**src/rtl/ifd_pkg.sv**
```systemverilog
`timescale 1ns / 1ps
// ----------------------------------------------------------------------------
// ifd_pkg
// Shared types and constants of the IMU frame deframer: frame geometry,
// header and trailer code bases, controller state and the command/status
// bundles between controller and datapath.
// ----------------------------------------------------------------------------
package ifd_pkg;

    // frame geometry
    localparam int FRAME_BYTES  = 36;
    localparam int POS_W        = $clog2(FRAME_BYTES);
    localparam int PAYLOAD_BYTES = 32;
    localparam int ASM_W        = $clog2(PAYLOAD_BYTES);
    localparam int MASK_W       = 13;
    localparam int SENSOR_W     = 4;

    localparam logic [POS_W-1:0] POS_HDR0    = POS_W'(0);
    localparam logic [POS_W-1:0] POS_HDR1    = POS_W'(1);
    localparam logic [POS_W-1:0] POS_PAY0    = POS_W'(2);
    localparam logic [POS_W-1:0] POS_PAYN    = POS_W'(PAYLOAD_BYTES + 1);
    localparam logic [POS_W-1:0] POS_TRL0    = POS_W'(FRAME_BYTES - 2);
    localparam logic [POS_W-1:0] POS_LAST    = POS_W'(FRAME_BYTES - 1);
    localparam logic [POS_W-1:0] REPLAY_FIRST = POS_W'(2);

    // header and trailer code bases (sensor k: HDR0-k, HDR1+k, TRL0+k, TRL1-k)
    localparam logic [7:0] HDR0_BASE = 8'h80;
    localparam logic [7:0] HDR1_BASE = 8'hF0;
    localparam logic [7:0] TRL0_BASE = 8'hDF;
    localparam logic [7:0] TRL1_BASE = 8'hF0;

    localparam logic [MASK_W-1:0] MASK_RESET = MASK_W'(63);

    // controller states
    typedef enum logic [2:0] {
        S_IN     = 3'b001,
        S_REPLAY = 3'b010,
        S_DRAIN  = 3'b100
    } t_state;

    // controller to datapath
    typedef struct packed {
        logic             absorb_in;
        logic             absorb_rep;
        logic             rd_en;
        logic [POS_W-1:0] rd_addr;
        logic             load_out;
    } t_cmd;

    // datapath to controller
    typedef struct packed {
        logic last_byte;
        logic is_emit;
        logic is_replay;
    } t_status;

endpackage

```
**src/rtl/ifd_datapath.sv**
```systemverilog
`timescale 1ns / 1ps
// ----------------------------------------------------------------------------
// ifd_datapath
// Frame window memory, header hunter, payload assembly, frame verdict and
// result register.
// ----------------------------------------------------------------------------
module ifd_datapath #(
    parameter int NUM_SENSORS = 13
) (
    input  logic                          i_clk,
    input  logic                          i_rst_n,
    input  ifd_pkg::t_cmd                 i_cmd,
    output ifd_pkg::t_status              o_status,
    input  logic                          i_cfg_we,
    input  logic [ifd_pkg::MASK_W-1:0]    i_cfg_data,
    input  logic [7:0]                    i_data_byte,
    output logic [ifd_pkg::SENSOR_W-1:0]  o_sensor_id,
    output logic [31:0]                   o_sample_index,
    output logic [31:0]                   o_quat_x,
    output logic [31:0]                   o_quat_y,
    output logic [31:0]                   o_quat_z,
    output logic [31:0]                   o_quat_w,
    output logic [31:0]                   o_accel_x,
    output logic [31:0]                   o_accel_y,
    output logic [31:0]                   o_accel_z
);

    localparam int PW = ifd_pkg::POS_W;
    localparam int SW = ifd_pkg::SENSOR_W;
    localparam int AW = ifd_pkg::ASM_W;
    localparam logic [7:0] HEAD_LOW = 8'(128 - NUM_SENSORS);

    // sensor number of a first header byte, zero when none matches
    function automatic logic [SW-1:0] head_sensor(input logic [7:0] b);
        logic [SW-1:0] k;
        k = '0;
        if (b < ifd_pkg::HDR0_BASE && b >= HEAD_LOW) begin
            k = SW'(ifd_pkg::HDR0_BASE - b);
        end
        return k;
    endfunction

    function automatic logic [SW-1:0] pair_sensor(input logic [7:0] a, input logic [7:0] b);
        logic [SW-1:0] k;
        k = head_sensor(a);
        if (k != '0 && b != ifd_pkg::HDR1_BASE + 8'(k)) begin
            k = '0;
        end
        return k;
    endfunction

    logic [7:0]    r_mem [ifd_pkg::FRAME_BYTES];
    logic [7:0]    r_rd_data;
    logic [7:0]    r_asm [ifd_pkg::PAYLOAD_BYTES];
    logic [7:0]    r_b0, r_b1, r_b34;
    logic [PW-1:0] r_fill, n_fill;
    logic          r_hunt, n_hunt;
    logic [SW-1:0] r_cand_k, n_cand_k;
    logic [ifd_pkg::MASK_W-1:0] r_mask;

    logic          absorb;
    logic [7:0]    cur_byte;
    logic [SW-1:0] cur_head;
    logic          wr_en;
    logic [PW-1:0] wr_pos;
    logic [AW-1:0] asm_off;
    logic [SW-1:0] frame_k;
    logic [15:0]   mask_ext;
    logic          enabled;
    logic          trailer_ok;
    logic          last_byte;

    function automatic logic [31:0] le32(input int base,
                                         input logic [7:0] a [ifd_pkg::PAYLOAD_BYTES]);
        return {a[base+3], a[base+2], a[base+1], a[base]};
    endfunction

    // frame verdict on the closing byte
    assign frame_k    = pair_sensor(r_b0, r_b1);
    assign mask_ext   = {{(16 - ifd_pkg::MASK_W){1'b0}}, r_mask};
    assign enabled    = (frame_k != '0) && mask_ext[4'(frame_k - SW'(1))];
    assign trailer_ok = (r_b34 == ifd_pkg::TRL0_BASE + 8'(frame_k))
                     && (i_data_byte == ifd_pkg::TRL1_BASE - 8'(frame_k));
    assign last_byte  = !r_hunt && (r_fill == ifd_pkg::POS_LAST);

    assign o_status.last_byte = last_byte;
    assign o_status.is_emit   = last_byte && enabled && trailer_ok;
    assign o_status.is_replay = last_byte && enabled && !trailer_ok;

    assign absorb   = i_cmd.absorb_in || i_cmd.absorb_rep;
    assign cur_byte = i_cmd.absorb_rep ? r_rd_data : i_data_byte;
    assign cur_head = head_sensor(cur_byte);
    assign asm_off  = AW'(wr_pos - ifd_pkg::POS_PAY0);

    // hunt for a header pair, or append to the window when in sync
    always_comb begin
        n_fill   = r_fill;
        n_hunt   = r_hunt;
        n_cand_k = r_cand_k;
        wr_en    = 1'b0;
        wr_pos   = ifd_pkg::POS_HDR0;
        if (absorb) begin
            if (r_hunt) begin
                if (r_fill == PW'(1) && cur_byte == ifd_pkg::HDR1_BASE + 8'(r_cand_k)) begin
                    wr_en  = 1'b1;
                    wr_pos = ifd_pkg::POS_HDR1;
                    n_fill = PW'(2);
                    n_hunt = 1'b0;
                end else if (cur_head != '0) begin
                    wr_en    = 1'b1;
                    wr_pos   = ifd_pkg::POS_HDR0;
                    n_fill   = PW'(1);
                    n_cand_k = cur_head;
                end else begin
                    n_fill = '0;
                end
            end else begin
                wr_en  = 1'b1;
                wr_pos = r_fill;
                n_fill = r_fill + PW'(1);
                if (r_fill == ifd_pkg::POS_LAST) begin
                    n_fill = '0;
                    if (!(enabled && trailer_ok)) begin
                        n_hunt = 1'b1;
                    end
                end
            end
        end
    end

    // control registers
    always_ff @(posedge i_clk) begin
        if (!i_rst_n) begin
            r_fill <= '0;
            r_hunt <= 1'b1;
            r_mask <= ifd_pkg::MASK_RESET;
        end else begin
            r_fill <= n_fill;
            r_hunt <= n_hunt;
            if (i_cfg_we) begin
                r_mask <= i_cfg_data;
            end
        end
    end

    // window memory: one write, one registered read
    always_ff @(posedge i_clk) begin
        if (wr_en) begin
            r_mem[wr_pos] <= cur_byte;
        end
        if (i_cmd.rd_en) begin
            r_rd_data <= r_mem[i_cmd.rd_addr];
        end
    end

    // header, trailer and payload byte capture
    always_ff @(posedge i_clk) begin
        r_cand_k <= n_cand_k;
        if (wr_en) begin
            if (wr_pos == ifd_pkg::POS_HDR0) begin
                r_b0 <= cur_byte;
            end
            if (wr_pos == ifd_pkg::POS_HDR1) begin
                r_b1 <= cur_byte;
            end
            if (wr_pos == ifd_pkg::POS_TRL0) begin
                r_b34 <= cur_byte;
            end
            if (wr_pos >= ifd_pkg::POS_PAY0 && wr_pos <= ifd_pkg::POS_PAYN) begin
                r_asm[asm_off] <= cur_byte;
            end
        end
    end

    // result register: permute and flip the quaternion on load
    always_ff @(posedge i_clk) begin
        if (i_cmd.load_out) begin
            o_sensor_id    <= frame_k;
            o_sample_index <= le32(0, r_asm);
            o_quat_w       <= le32(4, r_asm) ^ 32'h8000_0000;
            o_quat_z       <= le32(8, r_asm);
            o_quat_y       <= le32(12, r_asm) ^ 32'h8000_0000;
            o_quat_x       <= le32(16, r_asm);
            o_accel_x      <= le32(20, r_asm);
            o_accel_y      <= le32(24, r_asm);
            o_accel_z      <= le32(28, r_asm);
        end
    end

endmodule

```
**src/rtl/ifd_ctrl.sv**
```systemverilog
`timescale 1ns / 1ps
// ----------------------------------------------------------------------------
// ifd_ctrl
// Controller: input and output handshakes and the replay sequence that
// re-scans the window after a bad trailer.
// ----------------------------------------------------------------------------
module ifd_ctrl (
    input  logic             i_clk,
    input  logic             i_rst_n,
    input  logic             i_valid,
    output logic             o_ready,
    output logic             o_valid,
    input  logic             i_ready,
    input  ifd_pkg::t_status i_status,
    output ifd_pkg::t_cmd    o_cmd
);

    localparam int PW = ifd_pkg::POS_W;

    ifd_pkg::t_state r_state, n_state;
    logic [PW-1:0]   r_rd_addr, n_rd_addr;
    logic            r_rd_pend;
    logic            r_out_valid, n_out_valid;
    logic            in_fire;

    // hold input off while replaying, or when a result would find the output full
    assign o_ready = (r_state == ifd_pkg::S_IN)
                  && (!i_status.last_byte || !r_out_valid || i_ready);
    assign in_fire = i_valid && o_ready;
    assign o_valid = r_out_valid;

    always_comb begin
        n_state          = r_state;
        n_rd_addr        = r_rd_addr;
        o_cmd.absorb_in  = in_fire;
        o_cmd.absorb_rep = r_rd_pend;
        o_cmd.rd_en      = 1'b0;
        o_cmd.rd_addr    = r_rd_addr;
        o_cmd.load_out   = in_fire && i_status.is_emit;
        case (r_state)
            ifd_pkg::S_IN: begin
                if (in_fire && i_status.is_replay) begin
                    n_state   = ifd_pkg::S_REPLAY;
                    n_rd_addr = ifd_pkg::REPLAY_FIRST;
                end
            end
            ifd_pkg::S_REPLAY: begin
                o_cmd.rd_en = 1'b1;
                n_rd_addr   = r_rd_addr + PW'(1);
                if (r_rd_addr == ifd_pkg::POS_LAST) begin
                    n_state = ifd_pkg::S_DRAIN;
                end
            end
            ifd_pkg::S_DRAIN: begin
                n_state = ifd_pkg::S_IN;
            end
            default: begin
                n_state = ifd_pkg::S_IN;
            end
        endcase
    end

    // result beat held until taken
    always_comb begin
        n_out_valid = r_out_valid;
        if (o_cmd.load_out) begin
            n_out_valid = 1'b1;
        end else if (i_ready) begin
            n_out_valid = 1'b0;
        end
    end

    always_ff @(posedge i_clk) begin
        if (!i_rst_n) begin
            r_state     <= ifd_pkg::S_IN;
            r_rd_pend   <= 1'b0;
            r_out_valid <= 1'b0;
        end else begin
            r_state     <= n_state;
            r_rd_pend   <= o_cmd.rd_en;
            r_out_valid <= n_out_valid;
        end
    end

    always_ff @(posedge i_clk) begin
        r_rd_addr <= n_rd_addr;
    end

endmodule

```
**src/rtl/imu_frame_deframer.sv**
```systemverilog
`timescale 1ns / 1ps
// ----------------------------------------------------------------------------
// imu_frame_deframer
// Finds 36-byte sensor frames in a byte stream by header pair, checks the
// sensor enable mask and trailer, and emits index, rotated quaternion and
// acceleration words.
//
//   channel   direction  handshake           payload
//   input     in         i_valid / o_ready   i_data_byte
//   result    out        o_valid / i_ready   o_sensor_id .. o_accel_z
//   config    in         i_cfg_we            i_cfg_data (enable mask)
//
// One input byte is taken per cycle while hunting or filling the window, when not held.
// A bad trailer starts a re-scan of 34 window bytes through the single
// memory read port: input is held through the replay and drain states.
// A closing byte is held while the result register is still full and not
// being taken. Reset is synchronous and leaves the block hunting with the
// mask at 63; no clearing pass is needed.
// ----------------------------------------------------------------------------
module imu_frame_deframer #(
    parameter int NUM_SENSORS = 13
) (
    input  logic                          i_clk,
    input  logic                          i_rst_n,
    input  logic                          i_cfg_we,
    input  logic [ifd_pkg::MASK_W-1:0]    i_cfg_data,
    input  logic                          i_valid,
    output logic                          o_ready,
    input  logic [7:0]                    i_data_byte,
    output logic                          o_valid,
    input  logic                          i_ready,
    output logic [ifd_pkg::SENSOR_W-1:0]  o_sensor_id,
    output logic [31:0]                   o_sample_index,
    output logic [31:0]                   o_quat_x,
    output logic [31:0]                   o_quat_y,
    output logic [31:0]                   o_quat_z,
    output logic [31:0]                   o_quat_w,
    output logic [31:0]                   o_accel_x,
    output logic [31:0]                   o_accel_y,
    output logic [31:0]                   o_accel_z
);

    ifd_pkg::t_cmd    cmd;
    ifd_pkg::t_status status;

    // sequence handshakes and replay
    ifd_ctrl u_ctrl (
        .i_clk    (i_clk),
        .i_rst_n  (i_rst_n),
        .i_valid  (i_valid),
        .o_ready  (o_ready),
        .o_valid  (o_valid),
        .i_ready  (i_ready),
        .i_status (status),
        .o_cmd    (cmd)
    );

    // window, hunter and result register
    ifd_datapath #(
        .NUM_SENSORS (NUM_SENSORS)
    ) u_datapath (
        .i_clk          (i_clk),
        .i_rst_n        (i_rst_n),
        .i_cmd          (cmd),
        .o_status       (status),
        .i_cfg_we       (i_cfg_we),
        .i_cfg_data     (i_cfg_data),
        .i_data_byte    (i_data_byte),
        .o_sensor_id    (o_sensor_id),
        .o_sample_index (o_sample_index),
        .o_quat_x       (o_quat_x),
        .o_quat_y       (o_quat_y),
        .o_quat_z       (o_quat_z),
        .o_quat_w       (o_quat_w),
        .o_accel_x      (o_accel_x),
        .o_accel_y      (o_accel_y),
        .o_accel_z      (o_accel_z)
    );

endmodule
```
**config.mk**
```make
export PLATFORM = sky130hd
export DESIGN_NAME = imu_frame_deframer
export DESIGN_NICKNAME = d
export VERILOG_FILES = /design/src/rtl/ifd_pkg.sv /design/src/rtl/ifd_datapath.sv /design/src/rtl/ifd_ctrl.sv /design/src/rtl/imu_frame_deframer.sv
export SDC_FILE = /design/constraint.sdc
export NUM_CORES = 1
export LEC_CHECK = 0
export BUFFER_PORTS_ARGS = -buffer_cell sky130_fd_sc_hd__buf_2
export CORE_MARGIN = 2
export CORE_UTILIZATION = 25
export DETAILED_ROUTE_END_ITERATION = 8
export GPL_ROUTABILITY_DRIVEN = 0
export PLACE_DENSITY = 0.48
export SLEW_MARGIN = 20
export SYNTH_ARGS = -nofsm -noshare
export SYNTH_HDL_FRONTEND = slang
export SYNTH_SLANG_ARGS = --single-unit
```
**constraint.sdc**
```tcl
create_clock -name i_clk -period 16.4 [get_ports i_clk]
set_input_delay 1.64 -clock i_clk [delete_from_list [all_inputs] [get_ports i_clk]]
set_output_delay 1.64 -clock i_clk [all_outputs]
set_load 0.1 [all_outputs]
```
==> flow_summary.toml, run 1 <==
[finish]
final_common_cell = "edfxtp_1"
nets = 1814
stdcell_count = 3468
layout_common_cells = "edfxtp_1 (846), buf_2 (287), nor2_1 (108)"
drive_gt1_share_pct = 28.9
area.growth.synth_to_final_pct = 19.7

[detailed_routing]
wl_met1_um = 32000
initialDrtViolationCount = 1115
vias_per_cell = 4.14
highest_layer = "met4"
dr_wl_met3_um = 3670
route.vias.total = 14400
wirelength_um = 71600
drtAntennaViolNets = 0
drc = 0
wl_met2_um = 34800
wire_per_inst_um = 20.7
dr.pass1.iters = 4

[floorplan]
die_w_um = 354
start_util_pct = 25.2
core_um2 = 122000
core.rowCount = 128
dieArea_um2 = 126000
ios = 288
die_h_um = 354

[sta]
min_period_ns = 6.75
grt_setup_unrepaired = "false"
fin_skew_ns = 0.0153
worstMarginPinSlew_ns = 1.11
timing.slew.headroom_pct = 26.2
hold_viol = 0
fmax_ghz = 0.148
fin_tns_setup_ns = 0
slew_violations = 0
fin_crit_sh_pct = 41.2
setup_viol = 0

[logic_synthesis]
postSynthAreaPerCell_um2 = 21.4
synth_mux_area_share_pct = 7.60
synth-async-reset-ratio_pct = 0
synth-simple-area-share_pct = 4.10
yosys_warnings = 0
syn_inst = 1435
synth_edf_count = 846
synth_xor_area_share_pct = 0.791
syn-num-nets = 1474
synth_top_family_by_area = "multiplexers"
synthAdderAreaFrac_pct = 0.530
ys_seq_area_share_pct = 84.5
synthesis.area_um2 = 30700
ys_types = 63
ys_ff_latch = 871
synth_compound_area_share_pct = 1.63
ys.flop_type = "edfxtp_1"

[power]
leakage_nw = 11.9
total_power_mw = 4.33
power_density_nw_per_um2 = 118
vdd_drop_max_v = 0.0000908

[placed_design]
hpwl_um = 44400
dpl.cell_count = 3317
io_buffers = 287

[grt]
overflow = 0
first_global_vias = 14900
grt_usage_pct = 11.2
grt_first_pass_wirelength_um = 104000
antenna_found_initial = 2
grt_start_max_net_pins = 167

[clocking]
path_clk_slew_ns = 0.07
h-tree-depth = 3
cts_tree = "built"
post-cts-setup-buffers = 0
cts_root_buf = "clkbuf_16"
cts.sinks = 871
clock_latency_ns = 0.64
post_cts_resized = 0
cts-hold-fix-buffers = 0
clk_path_buf_depth = 3
cts-buffers-inserted = 81

[outcome]
status = "finished, final reports clean"

[job]
drv_cap = 0

[worst_setup_path]
reg2reg_from = "u_datapath.r_b0[0]"
startpoint = "u_datapath.r_b0[0]"
crit_path_end = "u_datapath.o_sample_index[24]"
setup.worst_path.end_class = "register"
reg2reg_depth = 16
r2r_end = "u_datapath.o_sample_index[24]"
critical_path_class = "register to register"
crit_fanout = 166
worstPathArrival_ns = 7.00
r2r_slack_ns = 9.65
worst_ep_required_time_ns = 16.65
cp-start-kind = "register"

[worst_hold_path]
hold_path.class = "register to register"
[cell usage after synthesis, types with 2 or more instances]
master / instances / share of area (%)
o21bai_1: 2 / 0.049
nor4_1: 2 / 0.041
nand3b_1: 4 / 0.098
o31ai_1: 4 / 0.098
nand3_1: 21 / 0.34
xor2_1: 11 / 0.31
or3_1: 3 / 0.061
nor3_1: 16 / 0.26
inv_1: 22 / 0.27
dfxtp_1: 25 / 1.6
nor3_2: 2 / 0.065
clkbuf_1: 29 / 0.35
nor3b_1: 3 / 0.073
o21a_1: 2 / 0.049
and2_1: 9 / 0.18
mux2_2: 6 / 0.22
a2111oi_0: 2 / 0.057
a211oi_1: 14 / 0.34
nor2b_1: 10 / 0.20
a21oi_1: 9 / 0.15
o32a_1: 2 / 0.065
buf_2: 7 / 0.11
edfxtp_1: 846 / 83
and3_1: 4 / 0.082
buf_4: 2 / 0.049
or4b_1: 2 / 0.065
buf_1: 7 / 0.086
mux4_2: 86 / 6.3
nand2b_1: 7 / 0.14
or4_1: 2 / 0.049
nand4_1: 3 / 0.061
a31oi_1: 6 / 0.12
nor2_1: 108 / 1.3
a21o_1: 2 / 0.049
nor4b_1: 3 / 0.086
xnor2_1: 13 / 0.37
nand2_1: 57 / 0.70
a311oi_1: 3 / 0.086
o21ai_0: 13 / 0.21
ha_1: 13 / 0.53
mux2i_1: 31 / 1.0
[cell families (layout without fill, tap and decap cells)]
logic type,Yosys count,in the layout
other,0,5
DFF,871,871
AOI/OAI and AO/OA,70,70
muxes,124,124
xor gates and xnor gates,26,26
adders and majority gates,13,13
and+or+nand+nor,263,263
buffers and inverters,68,471
[layout make-up]
cell class                      count  area [um^2]
Antenna cell                        5         12.5
Clock buffer                       91         2060
Clock inverter                     55          526
Fill cell                       11800        85000
Inverter                           22         82.6
Multi-Input combinational cell    496         4510
Sequential cell                   871        25900
Tap cell                         1625         2030
Timing Repair Buffer              303         1570
[layer usage]
layer  vias to the layer above  track usage (%)
met2                       422             18.5
met5                         -                0
li1                       6404                -
met1                      7469             15.2
met3                        76             2.28
met4                         0             2.80
[worst max-delay path, cell delays in order, from the launching register on]
cell,delay (ns)
edfxtp_1,0.74
inv_1,0.27
ha_1,0.39
xnor2_2,0.39
xnor2_1,0.20
nand3_1,0.24
nor2_1,0.18
nand2_1,0.09
ha_1,0.57
mux2i_1,0.19
a211oi_1,0.27
o22ai_1,0.11
mux2_2,0.29
o22ai_2,0.19
and4_4,0.49
buf_4,0.77
buf_12,0.63
[per-stage QoR]
step / hold WS, ns / utilization (%) / instance area (um^2) / setup slack (ns)
floorplan: 0.400 / - / 30700 / 6.08
global placement: 0.402 / 28.0 / 34100 / 10.13
detailed placement: 0.405 / 28.0 / 34100 / 9.78
CTS: 0.407 / 30.1 / 36700 / 9.75
global route: 0.406 / 30.1 / 36700 / 9.19
finish: 0.411 / 30.2 / 36700 / 9.65
[flip-flops by register name, indices dropped and copies added (netlist names), 8 cells and up]
name / cells
u_datapath.o_accel_x: 32
u_datapath.o_accel_y: 32
u_datapath.o_accel_z: 32
u_datapath.o_quat_w: 32
u_datapath.o_quat_x: 32
u_datapath.o_quat_y: 32
u_datapath.o_quat_z: 32
u_datapath.o_sample_index: 32
u_datapath.r_asm: 256
u_datapath.r_b0: 8
u_datapath.r_b1: 8
u_datapath.r_b34: 8
u_datapath.r_mask: 13
u_datapath.r_mem: 288
u_datapath.r_rd_data: 8
[how the worst min path moves through the flow]
stage | start | end | slack [ns] | depth (start not counted)
2_1_floorplan | u_datapath.r_asm[88] | u_datapath.o_accel_x[0] | 0.40 | 0
3_3_place_gp | u_datapath.r_asm[150] | u_datapath.o_quat_y[14] | 0.40 | 0
3_5_place_dp | u_datapath.r_asm[73] | u_datapath.o_accel_x[17] | 0.40 | 0
4_1_cts | u_datapath.r_asm[58] | u_datapath.o_accel_y[2] | 0.41 | 0
5_1_grt | u_datapath.r_asm[58] | u_datapath.o_accel_y[2] | 0.41 | 0
6_report | u_datapath.r_asm[58] | u_datapath.o_accel_y[2] | 0.41 | 0
[power breakdown]
| group | internal [mW] | switching [mW] |
|---|---|---|
| sequential | 2.43 | 0.00263 |
| clock | 1.04 | 0.809 |
| combinational | 0.0102 | 0.0419 |
| total | 3.48 | 0.854 |
Power figures use the tool's default switching activity.
==> run 2: changes to the inputs <==
Clock period 16.4 ns to 6.4 ns, I/O delays scaled along.
==> run 2 against run 1 <==
Against the previous run: fmax grew 19%; largest power group unchanged; power grew to 2.6 times the previous value; via count grew 0.19%; critical path type unchanged; routed wire length grew 1.1%.
==> flow_summary.toml, run 2 (same netlist as run 1, synthesis figures left out) <==
[outcome]
status = "finished, final reports clean"

[sta]
min_period_ns = 5.67
slew_violations = 0
setup_slack_ns = 0.729
whs_ns = 0.226
grt_setup_unrepaired = "false"
fin_crit_sh_pct = 88.6
timing.slew.headroom_pct = 30.8
fin_skew_ns = 0.0223
fin_tns_setup_ns = 0
worstMarginPinSlew_ns = 1.04
hold_viol = 0
setup_viol = 0
fmax_ghz = 0.176

[power]
vdd_drop_max_v = 0.000193
power_density_nw_per_um2 = 305
total_power_mw = 11.3
leakage_nw = 12.0

[finish]
post-route-util_pct = 30.3
top_register = "u_datapath.r_mem"
seq_area_um2 = 25900
nFillCells = 11800
nets = 1825
largest_reg_flops = 288
drive_gt1_share_pct = 30.1
layout_common_cells = "edfxtp_1 (846), buf_2 (287), nor2_1 (107)"
design_area_um2 = 36900
top_regs = "u_datapath.r_mem x288, u_datapath.r_asm x256"
multi_input_area_um2 = 4520
final_common_cell = "edfxtp_1"
stdcell_count = 3472
area.growth.synth_to_final_pct = 20.4

[worst_setup_path]
worst_ep_required_time_ns = 6.69
worstPathArrival_ns = 5.96
cpMaxStageDelayCell = "edfxtp_1"
crit_family = "simple AND/OR/NAND/NOR gates"
r2r_slack_ns = 0.73
startpoint = "u_datapath.r_b0[0]"
critPathMaxStageDelay_ns = 0.75
critical_path_class = "register to register"
reg2reg_depth = 15
r2r_end = "u_datapath.o_quat_y[6]"
crit_fanout = 42
crit_buf_inv = 2
setup.worst_path.end_class = "register"
cp-start-kind = "register"
crit_chain = "inv_1 > ha_1 > xnor2_2 > xnor2_1 > nand3_1 > nor2_1 > nand2_1 > ha_1 > mux2i_1 > a211oi_1 > o22ai_1 > mux2_2 > o22ai_2 > and4_4 > buf_4"
path_depth = 15
path_common_cell = "ha_1"
reg2reg_from = "u_datapath.r_b0[0]"

[clocking]
clock_latency_ns = 0.64
cts_tree = "built"
path_clk_slew_ns = 0.06
cts_root_buf = "clkbuf_16"
cts.sinks = 871
cts-buffers-inserted = 80
post-cts-setup-buffers = 0
h-tree-depth = 3
post_cts_resized = 0
cts-hold-fix-buffers = 0
clk_path_buf_depth = 3

[floorplan]
core.rowCount = 128
ios = 288
die_h_um = 354
start_util_pct = 25.2
dieArea_um2 = 126000
die_w_um = 354
core_um2 = 122000

[detailed_routing]
wl_met2_um = 36400
highest_layer = "met5"
wirelength_um = 72400
dr.pass1.iters = 5
vias_per_cell = 4.15
initialDrtViolationCount = 1124
route.vias.total = 14400
wl_met1_um = 30300
dr_wl_met3_um = 4360
drc = 0
drtAntennaViolNets = 0
wire_per_inst_um = 20.9

[job]
drv_cap = 0

[grt]
grt_usage_pct = 11.3
first_global_vias = 15000
grt_first_pass_wirelength_um = 104000
grt_start_max_net_pins = 76
overflow = 0
antenna_found_initial = 7

[placed_design]
dpl.cell_count = 3329
dpl_worst_slack_ns = 0.727
io_buffers = 287
placedInstanceArea_um2 = 34200
hpwl_um = 46300

[worst_hold_path]
whs_path_depth = 3
hold-path-endpoint = "u_datapath.r_mask[0]"
min-delay-start = "i_cfg_data[0]"
hold_path.class = "input pin to register"
==> run 2: changes by cell type in the layout (fill, tap and decap cells not counted), sizes merged <==
| cell | delta |
|---|---|
| buf | +12 |
| clkbuf | -3 |
| clkinv | -2 |
| bufinv | +2 |
| diode | -4 |
| inv | -1 |
==> run 2: power breakdown <==
group	internal [mW]	total (mW)	switching, mW	leakage (nW)
Combinational	0.0263	0.133	0.107	2.91
Clock	2.80	4.90	2.09	1.32
Sequential	6.22	6.23	0.00536	7.80
Total	9.05	11.3	2.21	12.0
==> run 2: layout make-up <==
cell class,count,share of cell area (%)
repair buffers,315,4.56
multi-input cells,496,12.2
clock inverters,54,1.64
inverters,22,0.224
clock buffers,88,5.70
flip-flops and latches,871,70.1
well taps,1625,5.50
diodes,1,0.00677
==> run 2: worst max path at each step <==
stage | to | slack [ns]
2_1_floorplan | u_datapath.o_accel_x[0] | 0.58
3_3_place_gp | u_datapath.o_accel_z[24] | 0.97
3_5_place_dp | u_datapath.o_accel_x[4] | 0.73
4_1_cts | u_datapath.o_quat_y[6] | 0.71
5_1_grt | u_datapath.o_quat_y[7] | 0.30
6_report | u_datapath.o_quat_y[6] | 0.73
==> run 2: tightest hold or removal path, cell delays in order <==
cell and delay (ns):
buf_2 0.08, mux2i_1 0.05, nand2_1 0.05
==> run 2: metal layers <==
layer	vias up	track usage, %
li1	6406	-
met1	7446	14.2
met2	436	19.4
met3	105	2.63
met4	6	3.31
met5	-	0
==> run 3: changes to the inputs <==
Settings changed: SYNTH_HIERARCHICAL set to 1.
==> run 3 against run 2 <==
Against the previous run: global-route usage is 0.34 points lower; worst hold slack worse by 0.0022 ns; sequential power hardly changed; critical path type unchanged.
==> flow_summary.toml, run 3 <==
[logic_synthesis]
netlist_top_cells_count = "edfxtp_1 (846), mux4_2 (89), nor2_1 (87)"
syn_inst = 1400
ys_seq_area_share_pct = 84.8
synthesis.area_um2 = 30600
synth_top_area_share_pct = 83.2
ys_types = 63
synth_edf_count = 846
syn-num-nets = 1439
yosysMostFrequentCell = "edfxtp_1"
yosysTopAreaCell = "edfxtp_1"
ys_ff_latch = 871
postSynthAreaPerCell_um2 = 21.8
synth-async-reset-ratio_pct = 0
ys.flop_type = "edfxtp_1"
yosys-top-cells-area = "edfxtp_1 (83%), mux4_2 (6.6%), dfxtp_1 (1.6%)"
yosys_warnings = 6

[grt]
first_global_vias = 14600
overflow = 0
grt_usage_pct = 11.0
grt_first_pass_wirelength_um = 101000
grt_start_max_net_pins = 74
antenna_found_initial = 6

[worst_setup_path]
r2r_end = "u_datapath/o_quat_w[18]"
setup.worst_path.end_class = "register"
critical_path_class = "register to register"
worstPathArrival_ns = 5.99
crit_fanout = 54
r2r_slack_ns = 0.72
reg2reg_from = "u_datapath/r_b0[0]"
worst_ep_required_time_ns = 6.71
reg2reg_depth = 19
cp-start-kind = "register"

[floorplan]
core_um2 = 122000
core.rowCount = 128
die_w_um = 354
dieArea_um2 = 125000
ios = 288
die_h_um = 354
start_util_pct = 25.1

[clocking]
cts_root_buf = "clkbuf_16"
clock_latency_ns = 0.64
post-cts-setup-buffers = 0
path_clk_slew_ns = 0.06
cts_tree = "built"
cts.sinks = 871
cts-hold-fix-buffers = 0
post_cts_resized = 0
h-tree-depth = 3
clk_path_buf_depth = 3
cts-buffers-inserted = 82

[sta]
whs_ns = 0.223
fmax_ghz = 0.176
hold_viol = 0
worstMarginPinSlew_ns = 1.06
fin_skew_ns = 0.0156
timing.slew.headroom_pct = 29.0
slew_violations = 0
fin_crit_sh_pct = 88.8
setup_viol = 0
min_period_ns = 5.68
fin_tns_setup_ns = 0
grt_setup_unrepaired = "false"

[detailed_routing]
drtAntennaViolNets = 0
initialDrtViolationCount = 1002
dr.pass1.iters = 5
drc = 0
wire_per_inst_um = 20.3
wirelength_um = 70200
route.vias.total = 14300
vias_per_cell = 4.13

[finish]
nets = 1797
layout_common_cells = "edfxtp_1 (846), buf_2 (287), mux4_2 (89)"
top_regs = "u_datapath/r_mem x288, u_datapath/r_asm x256"
seq_area_um2 = 25900
area.growth.synth_to_final_pct = 20.5
multi_input_area_um2 = 4400
drive_gt1_share_pct = 30.7
largest_reg_flops = 288
nFillCells = 11800
top_register = "u_datapath/r_mem"
final_common_cell = "edfxtp_1"

[worst_hold_path]
hold_path.class = "input pin to register"
hold-path-endpoint = "u_datapath/r_mask[1]"
min-delay-start = "i_cfg_data[1]"
whs_path_depth = 3

[power]
vdd_drop_max_v = 0.000196
leakage_nw = 11.8
power_density_nw_per_um2 = 306

[outcome]
status = "finished, final reports clean"

[placed_design]
hpwl_um = 44600
io_buffers = 287

[job]
drv_cap = 0
[run 3: worst max-delay path by stage]
| stage | from | end | slack (ns) | cells after the start |
|---|---|---|---|---|
| 6_report | u_datapath/r_b0[0] | u_datapath/o_quat_w[18] | 0.72 | 19 |
| 5_1_grt | u_datapath/r_b0[0] | u_datapath/o_accel_z[27] | 0.36 | 19 |
| 4_1_cts | u_datapath/r_b0[0] | u_datapath/o_quat_w[18] | 0.74 | 19 |
| 3_5_place_dp | u_datapath/r_b0[0] | u_datapath/o_sample_index[12] | 0.75 | 19 |
| 3_3_place_gp | u_datapath/r_b0[0] | u_datapath/o_sample_index[12] | 0.88 | 19 |
| 2_1_floorplan | u_datapath/r_b0[0] | u_datapath/o_accel_x[0] | 0.1 | 20 |
[run 3: cell families (layout without fill, tap and decap cells)]
family | after synthesis | count (layout) | synth area share, %
flops | 871 | 871 | 84.8
simple gates | 243 | 243 | 3.96
mux | 124 | 124 | 7.72
buf+inv | 63 | 489 | 0.860
compound gates | 62 | 62 | 1.42
xor+xnor | 24 | 24 | 0.713
fa+ha+maj | 13 | 13 | 0.532
other cells | 0 | 3 | 0
[run 3: final cells by class]
cell class,count,area share [%]
antenna,3,0.0204
clock buffer,99,5.89
clock inverter,53,1.46
inverter,19,0.194
multi-input combinational,466,11.9
sequential,871,70.4
tap,1625,5.52
timing repair buffer,318,4.60
[run 3: power breakdown]
part	total [mW]	switching, mW	internal [mW]
clock	4.87	2.07	2.80
combinational	0.154	0.120	0.0338
sequential	6.24	0.00889	6.23
[run 3: stage by stage]
| step | utilization (%) | cell area [um^2] | setup WS, ns | power (mW) | cells |
|---|---|---|---|---|---|
| 2_1_floorplan | - | 30600 | 0.0958 | 6.44 | 1400 |
| 3_3_place_gp | 28.1 | 34100 | 0.885 | 6.52 | 3299 |
| 3_5_place_dp | 28.1 | 34100 | 0.755 | 6.52 | 3299 |
| 4_1_cts | 30.3 | 36800 | 0.738 | 11.4 | 3451 |
| 5_1_grt | 30.3 | 36800 | 0.357 | 11.6 | 3454 |
| 6_report | 30.3 | 36800 | 0.718 | 11.3 | 3454 |
[run 3: metal layers]
layer / track usage [%] / part of all wire [%] / wire length [um]
met5: 0 / 0.066 / 46
met4: 3.12 / 2.1 / 1480
met3: 2.64 / 6.0 / 4240
met2: 18.4 / 49 / 34100
met1: 14.1 / 43 / 30300
[run 3: worst max-delay path, cell delays in order, from the launching register on]
cell and delay, ns:
edfxtp_1 0.32, buf_4 0.19, inv_1 0.11, ha_1 0.27
xnor2_2 0.40, xnor2_1 0.21, nand3b_2 0.22, nor2b_1 0.29
inv_2 0.09, ha_1 0.52, mux2_2 0.24, nor2_1 0.04
o32ai_1 0.28, nor3_1 0.09, o32a_1 0.19, a2111oi_2 0.47
and2_1 0.21, nor2b_1 0.19, and3_4 0.57, buf_12 0.34
